**src/rtl/bacr_pkg.sv**
```systemverilog
`default_nettype none

package bacr_pkg;

    // default sizes
    localparam int SAMPLE_WIDTH    = 24;
    localparam int PHASE_FRAC_BITS = 24;

    // register file
    localparam int BIT_DEPTH_W = 5;
    localparam int CFG_INDEX_W = 2;

    typedef enum logic [CFG_INDEX_W-1:0] {
        REG_BIT_DEPTH = 2'd0,
        REG_PHASE_INC = 2'd1
    } cfg_reg_t;

    // status of the decision stage
    typedef struct packed {
        logic valid;
        logic take;
    } stage_t;

endpackage

`default_nettype wire

```
**src/rtl/bacr_sample_in_if.sv**
```systemverilog
`default_nettype none

interface bacr_sample_in_if #(
    parameter int SAMPLE_WIDTH = bacr_pkg::SAMPLE_WIDTH
);
    logic                           valid;
    logic                           ready;
    logic signed [SAMPLE_WIDTH-1:0] sample_in;

    modport source (output valid, output sample_in, input ready);
    modport sink   (input valid, input sample_in, output ready);
endinterface

`default_nettype wire

```
**src/rtl/bacr_sample_out_if.sv**
```systemverilog
`default_nettype none

interface bacr_sample_out_if #(
    parameter int SAMPLE_WIDTH = bacr_pkg::SAMPLE_WIDTH
);
    logic                           valid;
    logic                           ready;
    logic signed [SAMPLE_WIDTH-1:0] sample_out;

    modport source (output valid, output sample_out, input ready);
    modport sink   (input valid, input sample_out, output ready);
endinterface

`default_nettype wire

```
**src/rtl/bacr_cfg_if.sv**
```systemverilog
`default_nettype none

interface bacr_cfg_if #(
    parameter int DATA_WIDTH = bacr_pkg::PHASE_FRAC_BITS + 1
);
    logic                               valid;
    logic                               ready;
    logic [bacr_pkg::CFG_INDEX_W-1:0]   reg_index;
    logic [DATA_WIDTH-1:0]              wdata;

    modport source (output valid, output reg_index, output wdata, input ready);
    modport sink   (input valid, input reg_index, input wdata, output ready);
endinterface

`default_nettype wire

```
**src/rtl/bit_and_rate_crusher_top.sv**
```systemverilog
`default_nettype none

// channel  | role  | payload                  | request moves
// ---------+-------+--------------------------+--------------------------------
// din      | sink  | sample_in                | one audio sample
// dout     | source| sample_out               | one held, re-quantized sample
// cfg      | sink  | reg_index, wdata         | one register write
//
// one request in, one request out; a new sample can be taken every cycle unless both stages are full
// a sample passes the phase register stage, then the result register
// the phase adder with its compare and the shift-based quantizer set the path
// reset clears phase and held sample, bit depth 0 (bypass), increment 1.0
// the result register with its own valid lets din keep flowing while dout
// stalls; only when both stages are full does din.ready drop
// cfg is always ready; writes are registered

module bit_and_rate_crusher_top #(
    parameter int SAMPLE_WIDTH    = bacr_pkg::SAMPLE_WIDTH,
    parameter int PHASE_FRAC_BITS = bacr_pkg::PHASE_FRAC_BITS
) (
    input wire logic clk,
    input wire logic rst_n,
    bacr_sample_in_if.sink  din,
    bacr_sample_out_if.source dout,
    bacr_cfg_if.sink        cfg
);
    localparam logic [PHASE_FRAC_BITS:0] PHASE_ONE = {1'b1, {PHASE_FRAC_BITS{1'b0}}};

    // configuration registers
    logic [bacr_pkg::BIT_DEPTH_W-1:0] bit_depth_reg;
    logic [PHASE_FRAC_BITS:0]         phase_inc_reg;

    // pipeline
    logic                           out_ready;
    logic                           s1_ready;
    logic                           in_accept;
    logic                           s1_pop;
    bacr_pkg::stage_t               s1;
    logic signed [SAMPLE_WIDTH-1:0] s1_sample;
    logic signed [SAMPLE_WIDTH-1:0] quant;
    logic                           out_valid_reg;
    logic signed [SAMPLE_WIDTH-1:0] held_reg;

    // register writes, unknown index is dropped
    assign cfg.ready = 1'b1;

    always_ff @(posedge clk or negedge rst_n)
    begin
        if (!rst_n)
        begin
            bit_depth_reg <= '0;
            phase_inc_reg <= PHASE_ONE;
        end
        else if (cfg.valid)
        begin
            unique case (bacr_pkg::cfg_reg_t'(cfg.reg_index))
                bacr_pkg::REG_BIT_DEPTH: bit_depth_reg <= cfg.wdata[bacr_pkg::BIT_DEPTH_W-1:0];
                bacr_pkg::REG_PHASE_INC: phase_inc_reg <= cfg.wdata[PHASE_FRAC_BITS:0];
                default: ;
            endcase
        end
    end

    // ready chain: result slot frees when empty or drained
    assign out_ready = !out_valid_reg || dout.ready;
    assign s1_ready  = !s1.valid || out_ready;
    assign din.ready = s1_ready;
    assign in_accept = din.valid && s1_ready;
    assign s1_pop    = s1.valid && out_ready;

    // phase accumulator decides at acceptance whether this sample is taken
    bacr_phase #(
        .SAMPLE_WIDTH    (SAMPLE_WIDTH),
        .PHASE_FRAC_BITS (PHASE_FRAC_BITS)
    ) u_phase (
        .clk          (clk),
        .rst_n        (rst_n),
        .accept       (in_accept),
        .sample       (din.sample_in),
        .increment    (phase_inc_reg),
        .pop          (s1_pop),
        .stage        (s1),
        .stage_sample (s1_sample)
    );

    // re-quantize the staged sample
    bacr_quant #(
        .SAMPLE_WIDTH (SAMPLE_WIDTH)
    ) u_quant (
        .bit_depth (bit_depth_reg),
        .x         (s1_sample),
        .y         (quant)
    );

    // held sample doubles as the result payload
    always_ff @(posedge clk or negedge rst_n)
    begin
        if (!rst_n)
        begin
            out_valid_reg <= 1'b0;
            held_reg      <= '0;
        end
        else if (s1_pop)
        begin
            out_valid_reg <= 1'b1;
            if (s1.take)
            begin
                held_reg <= quant;
            end
        end
        else if (dout.ready)
        begin
            out_valid_reg <= 1'b0;
        end
    end

    assign dout.valid      = out_valid_reg;
    assign dout.sample_out = held_reg;

    // an accepted sample always occupies the decision stage next cycle
    a_accept_fills_stage: assert property (@(posedge clk) disable iff (!rst_n)
        in_accept |=> s1.valid)
        else $error("accepted sample did not reach decision stage");

    // a skipped sample repeats the held value
    a_skip_holds: assert property (@(posedge clk) disable iff (!rst_n)
        s1_pop && !s1.take |=> $stable(held_reg))
        else $error("held sample changed on a skipped sample");

    // at full rate every sample is taken
    a_full_rate_takes: assert property (@(posedge clk) disable iff (!rst_n)
        in_accept && (phase_inc_reg >= PHASE_ONE) |=> s1.take)
        else $error("sample not taken at full rate");

    // a stage pop always produces a result
    a_pop_gives_result: assert property (@(posedge clk) disable iff (!rst_n)
        s1_pop |=> out_valid_reg)
        else $error("popped stage gave no result");

endmodule

`default_nettype wire

```
**src/rtl/bacr_phase.sv**
```systemverilog
`default_nettype none

module bacr_phase #(
    parameter int SAMPLE_WIDTH    = bacr_pkg::SAMPLE_WIDTH,
    parameter int PHASE_FRAC_BITS = bacr_pkg::PHASE_FRAC_BITS
) (
    input  wire logic                           clk,
    input  wire logic                           rst_n,
    input  wire logic                           accept,
    input  wire logic signed [SAMPLE_WIDTH-1:0] sample,
    input  wire logic [PHASE_FRAC_BITS:0]       increment,
    input  wire logic                           pop,
    output bacr_pkg::stage_t                    stage,
    output logic signed [SAMPLE_WIDTH-1:0]      stage_sample
);
    localparam logic [PHASE_FRAC_BITS:0] PHASE_ONE = {1'b1, {PHASE_FRAC_BITS{1'b0}}};

    logic [PHASE_FRAC_BITS:0]       phase_reg, phase_next;
    logic [PHASE_FRAC_BITS:0]       inc_sat, sum;
    logic                           take;
    bacr_pkg::stage_t               stage_reg, stage_next;
    logic signed [SAMPLE_WIDTH-1:0] sample_reg;

    // phase stays below one, so the sum fits
    always_comb
    begin
        inc_sat    = (increment > PHASE_ONE) ? PHASE_ONE : increment;
        sum        = phase_reg + inc_sat;
        take       = sum[PHASE_FRAC_BITS];
        phase_next = {1'b0, sum[PHASE_FRAC_BITS-1:0]};
        stage_next = stage_reg;
        if (accept)
        begin
            stage_next.valid = 1'b1;
            stage_next.take  = take;
        end
        else if (pop)
        begin
            stage_next.valid = 1'b0;
        end
    end

    always_ff @(posedge clk or negedge rst_n)
    begin
        if (!rst_n)
        begin
            phase_reg <= '0;
            stage_reg <= '0;
        end
        else
        begin
            stage_reg <= stage_next;
            if (accept)
            begin
                phase_reg <= phase_next;
            end
        end
    end

    always_ff @(posedge clk)
    begin
        if (accept)
        begin
            sample_reg <= sample;
        end
    end

    assign stage        = stage_reg;
    assign stage_sample = sample_reg;
endmodule

`default_nettype wire

```
**src/rtl/bacr_quant.sv**
```systemverilog
`default_nettype none

module bacr_quant #(
    parameter int SAMPLE_WIDTH = bacr_pkg::SAMPLE_WIDTH
) (
    input  wire logic [bacr_pkg::BIT_DEPTH_W-1:0] bit_depth,
    input  wire logic signed [SAMPLE_WIDTH-1:0]   x,
    output logic signed [SAMPLE_WIDTH-1:0]        y
);
    localparam int SHW = $clog2(SAMPLE_WIDTH + 1);
    localparam int EW  = SAMPLE_WIDTH + 2;
    localparam logic signed [EW-1:0] QMAX = EW'((64'd1 << (SAMPLE_WIDTH - 1)) - 64'd1);
    localparam logic signed [EW-1:0] QMIN = -QMAX - EW'(1);

    logic                  bypass;
    logic [SHW-1:0]        s;
    logic signed [EW-1:0]  xe;
    logic [EW-1:0]         mag, h, mask, q;
    logic signed [EW-1:0]  r, rs;

    // symmetric mid-rise: round magnitude to the step grid, offset by half a step
    always_comb
    begin
        bypass = (bit_depth == '0) || (32'(bit_depth) >= 32'(SAMPLE_WIDTH));
        s      = SHW'(SAMPLE_WIDTH) - SHW'(bit_depth);
        xe     = EW'(x);
        mag    = x[SAMPLE_WIDTH-1] ? EW'(-xe) : EW'(xe);
        h      = EW'(1) << (s - SHW'(1));
        mask   = ~((EW'(1) << s) - EW'(1));
        q      = (mag + h) & mask;
        r      = signed'(q - h);
        rs     = x[SAMPLE_WIDTH-1] ? -r : r;
        if (bypass)
        begin
            y = x;
        end
        else if (rs > QMAX)
        begin
            y = QMAX[SAMPLE_WIDTH-1:0];
        end
        else if (rs < QMIN)
        begin
            y = QMIN[SAMPLE_WIDTH-1:0];
        end
        else
        begin
            y = rs[SAMPLE_WIDTH-1:0];
        end
    end
endmodule

`default_nettype wire

```
**src/flat_wrapper.sv**
```systemverilog
// flat-port wrapper written by rule: the top's interface ports become plain ports
module bit_and_rate_crusher_top_flat 
#(
    parameter int SAMPLE_WIDTH    = bacr_pkg::SAMPLE_WIDTH,
    parameter int PHASE_FRAC_BITS = bacr_pkg::PHASE_FRAC_BITS
)
  (clk, rst_n, din_valid, din_sample_in, din_ready, dout_valid, dout_sample_out, dout_ready, cfg_valid, cfg_reg_index, cfg_wdata, cfg_ready);
  bacr_sample_in_if #(.SAMPLE_WIDTH(SAMPLE_WIDTH)) din_i ();
  bacr_sample_out_if #(.SAMPLE_WIDTH(SAMPLE_WIDTH)) dout_i ();
  bacr_cfg_if cfg_i ();
  input wire logic clk;
  input wire logic rst_n;
  input wire logic [$bits(din_i.valid)-1:0] din_valid;
  input wire logic [$bits(din_i.sample_in)-1:0] din_sample_in;
  output wire logic [$bits(din_i.ready)-1:0] din_ready;
  output wire logic [$bits(dout_i.valid)-1:0] dout_valid;
  output wire logic [$bits(dout_i.sample_out)-1:0] dout_sample_out;
  input wire logic [$bits(dout_i.ready)-1:0] dout_ready;
  input wire logic [$bits(cfg_i.valid)-1:0] cfg_valid;
  input wire logic [$bits(cfg_i.reg_index)-1:0] cfg_reg_index;
  input wire logic [$bits(cfg_i.wdata)-1:0] cfg_wdata;
  output wire logic [$bits(cfg_i.ready)-1:0] cfg_ready;
  assign din_i.valid = din_valid;
  assign din_i.sample_in = din_sample_in;
  assign din_ready = din_i.ready;
  assign dout_valid = dout_i.valid;
  assign dout_sample_out = dout_i.sample_out;
  assign dout_i.ready = dout_ready;
  assign cfg_i.valid = cfg_valid;
  assign cfg_i.reg_index = cfg_reg_index;
  assign cfg_i.wdata = cfg_wdata;
  assign cfg_ready = cfg_i.ready;
  bit_and_rate_crusher_top #(.SAMPLE_WIDTH(SAMPLE_WIDTH), .PHASE_FRAC_BITS(PHASE_FRAC_BITS)) u_core (.clk(clk), .rst_n(rst_n), .din(din_i), .dout(dout_i), .cfg(cfg_i));
endmodule
```
**config.mk**
```make
export PLATFORM = sky130hd
export DESIGN_NAME = bit_and_rate_crusher_top_flat
export DESIGN_NICKNAME = d
export VERILOG_FILES = /design/src/rtl/bacr_pkg.sv /design/src/rtl/bacr_sample_in_if.sv /design/src/rtl/bacr_sample_out_if.sv /design/src/rtl/bacr_cfg_if.sv /design/src/rtl/bit_and_rate_crusher_top.sv /design/src/rtl/bacr_phase.sv /design/src/rtl/bacr_quant.sv /design/src/flat_wrapper.sv
export SDC_FILE = /design/constraint.sdc
export NUM_CORES = 1
export LEC_CHECK = 0
export ABC_CLOCK_PERIOD_IN_PS = 8350
export BUFFER_PORTS_ARGS = -buffer_cell sky130_fd_sc_hd__clkbuf_2
export CORE_MARGIN = 3
export CORE_UTILIZATION = 45
export CTS_CLUSTER_SIZE = 30
export DETAILED_ROUTE_END_ITERATION = 10
export HOLD_SLACK_MARGIN = 0.05
export PLACE_DENSITY = 0.62
export SLEW_MARGIN = 20
export SYNTH_ARGS = -nofsm -noshare
export SYNTH_HDL_FRONTEND = slang
export SYNTH_HIERARCHICAL = 1
export SYNTH_SLANG_ARGS = --single-unit
```
**constraint.sdc**
```tcl
create_clock -name clk -period 8.35 [get_ports clk]
set_clock_uncertainty 0.05 [all_clocks]
set_input_delay 0.835 -clock clk [delete_from_list [all_inputs] [get_ports clk]]
set_output_delay 0.835 -clock clk [all_outputs]
set_load 0.01 [all_outputs]
```
==> impl_metrics.toml <==
[status]
outcome = "complete, no violations"

[worst_setup_path]
worstPathRequired_ns = 8.53
worstPathArrival_ns = 8.37
cpMaxStageDelayCell = "or4_4"
slowest_delay_ns = 0.43
path_class = "reg2reg"
setup.worst_path.end_class = "flip-flop"
cpMostUsedCell = "a21o_1"
worst-path-max-fanout = 7
start_kind = "flip-flop"

[power]
p_leak_nw = 5.72
p_per_area_nw_per_um2 = 475
irDropWorstVdd_v = 0.000380

[sta]
fin_setup_tns_ns = 0
post-route-min-period_ns = 8.18
period_share_pct = 98.0
hold_viol_final = 0
layout_setup_ws_ns = 0.167
setup_viol = 0
maxSlewViolCount = 0
slew_headroom_pct = 39.8
worst_pin_slew_ns = 0.903
fmaxAchievable_mhz = 122
worst_hold_slack_ns = 0.256

[clock_tree]
cts_tree = "built"
clock_latency_ns = 0.37
path_clk_slew_ns = 0.09
clkSinkCount = 105
postCtsHoldBufs = 0
cts_buffers = 9
cts_max_path_buffers = 2
clockRootBuffer = "clkbuf_16"
htreeDepth = 3

[finish]
layout.nets = 1583
fillers = 2422
multi_input_area_um2 = 8600
areaGrowthSynthToFinish_pct = 13.7
largest_register_ffs = 25
seq_area_um2 = 2750
antenna_cells = 0
layout-drive-gt1-share_pct = 24.1

[placed_design]
place_ws_ns = -0.152
portBuffers = 81
dp_hpwl_mm = 25.2
gp_congestion = 0.918

[floorplan]
floorplan.rows = 58
io_pins = 83
coreArea_um2 = 25300
die_h_um = 166
start_util_pct = 45.8
dieArea_um2 = 27700
die_x_um = 166

[synthesis]
ys_ff_latch = 105
yosysWarnings = 6
synth_edf_count = 24
synthFlopType = "dfrtp_1"
synthCells = 1362
netlist_area_um2 = 11600
async_reset_ff_share_pct = 77.1
seq_area_frac_synth_pct = 23.8
syn-num-nets = 1498
ys_types = 104
syn_avg_cell_area_um2 = 8.49

[grt]
grt_use_total_pct = 22.8
grt-ovfl-total = 0
grt_first_pass_wirelength_mm = 52.2
grt_pass1_vias = 9752
grt_max_degree = 69
grt_antenna_before_repair = 0

[detailed_routing]
ant_nets = 0
vias_per_cell = 5.96
finalWirelength_mm = 33.0
wl_per_cell_um = 18.5
drt_iter0_markers = 956
drc = 0
first_pass_iters = 5
dr_total_vias = 10600

[min_path]
hold_path_class = "in2async"

[job]
drv_cap = 0
-- final cells by class --
class	instances	share of cell area [%]
Sequential cell	105	20.9
Timing Repair Buffer	137	6.72
Multi-Input combinational cell	1143	65.4
Inverter	51	1.46
Clock buffer	10	1.90
Tap cell	330	3.14
Clock inverter	6	0.476
-- worst paths after layout --
kind / start / end / slack (ns) / depth (start not counted)
max reg2reg: u_core/bit_depth_reg[0]$_DFFE_PN0P_ / u_core/dout.sample_out[3]$_DFFE_PN0P_ / 0.17 / 38
min in group clk: u_core/u_phase/phase_reg[21]$_DFFE_PN0P_ / u_core/u_phase/phase_reg[21]$_DFFE_PN0P_ / 0.46 / 2
max in group asynchronous: rst_n / u_core/u_phase/phase_reg[1]$_DFFE_PN0P_ / 6.85 / 2
max: u_core/bit_depth_reg[0]$_DFFE_PN0P_ / u_core/dout.sample_out[3]$_DFFE_PN0P_ / 0.17 / 38
min reg2reg: u_core/u_phase/phase_reg[21]$_DFFE_PN0P_ / u_core/u_phase/phase_reg[21]$_DFFE_PN0P_ / 0.46 / 2
min: rst_n / u_core/dout.sample_out[20]$_DFFE_PN0P_ / 0.26 / 1
-- critical path: cells and delay by family (launching register included) --
family	cells	cell delay [ns]
xor gates and xnor gates	2	0.35
AOI/OAI and AO/OA	18	3.50
adders and majority gates	4	1.17
DFF	1	0.39
buffers and inverters	3	0.52
muxes	1	0.25
and+or+nand+nor	10	1.79
-- through the flow --
stage | cells | power, mW | instance area, um2 | util [%]
CTS | 1770 | 5.73 | 12700 | 50.4
floorplan | 1362 | 4.19 | 11600 | -
detailed placement | 1754 | 5.23 | 12400 | 49.1
global route | 1782 | 6.71 | 13200 | 52.1
global placement | 1754 | 5.20 | 12400 | 49.1
finish | 1782 | 6.25 | 13200 | 52.1
-- cell usage after synthesis (12+ instances only) --
master	instances	area, um2
o31ai_1	15	113
xnor2_1	80	701
nand2b_1	15	93.8
clkbuf_1	38	143
o21bai_1	12	90.1
nor3_1	17	85.1
edfxtp_1	24	721
nand4_1	13	81.3
mux2_2	55	619
buf_2	12	60.1
xor2_1	32	280
a21o_1	36	270
and3_1	12	75.1
and2_1	29	181
mux2_4	20	300
nand3_1	37	185
or3_1	21	131
a21oi_2	22	193
o21ai_0	60	300
nand2_1	111	417
a21oi_1	83	415
dfrtp_1	80	2000
nor2_1	120	450
inv_1	51	191
nor4_1	13	81.3
o21a_1	17	128
ha_1	77	963
o21ai_1	25	125
nor2b_1	34	213
-- placed cells by master, fill, tap and decap left out, drive strengths merged, types with 16 or more instances in the layout --
cell type / count
buf: 55
nor3: 20
ha: 77
a21oi: 105
xnor2: 81
nand2: 111
o31ai: 17
or3: 21
nor2b: 34
nand3: 37
and2: 31
a21o: 38
o21ai: 85
o21a: 17
edfxtp: 24
xor2: 32
nor2: 120
nand2b: 16
mux2: 75
clkbuf: 92
inv: 55
dfrtp: 80
-- layer usage --
metal | track usage, % | part of all wire [%] | wire length [um]
met5 | 0 | 0 | 0
met4 | 4.81 | 1.2 | 410
met3 | 2.29 | 5.9 | 1940
met2 | 33.0 | 42 | 13900
met1 | 36.6 | 51 | 16800
-- report_power, final --
part / switching, mW / total (mW) / internal (mW)
logic: 2.80 / 4.98 / 2.18
registers: 0.127 / 0.830 / 0.703
clock network: 0.213 / 0.443 / 0.229
total: 3.14 / 6.25 / 3.12
-- logic make-up (layout without fill, tap and decap cells) --
kind of cell    after synthesis  in the layout  synth area share [%]
fa+ha+maj                    82             82                  9.02
simple gates                473            473                  21.3
flops                       105            105                  23.8
buf+inv                     114            204                  4.51
mux                          82             82                  8.56
other cells                   2              2                0.0649
compound gates              391            391                  24.2
xor+xnor                    113            113                  8.62
-- what timing repair did --
action / in CTS / in global routing
setup buffers: 0 / 9
resized for setup: 2 / 61
pin swaps: 0 / 19
endpoints found under the setup margin: 22 / 24
cloned: 0 / 3
No activity file was read; power rests on OpenSTA's default activity.
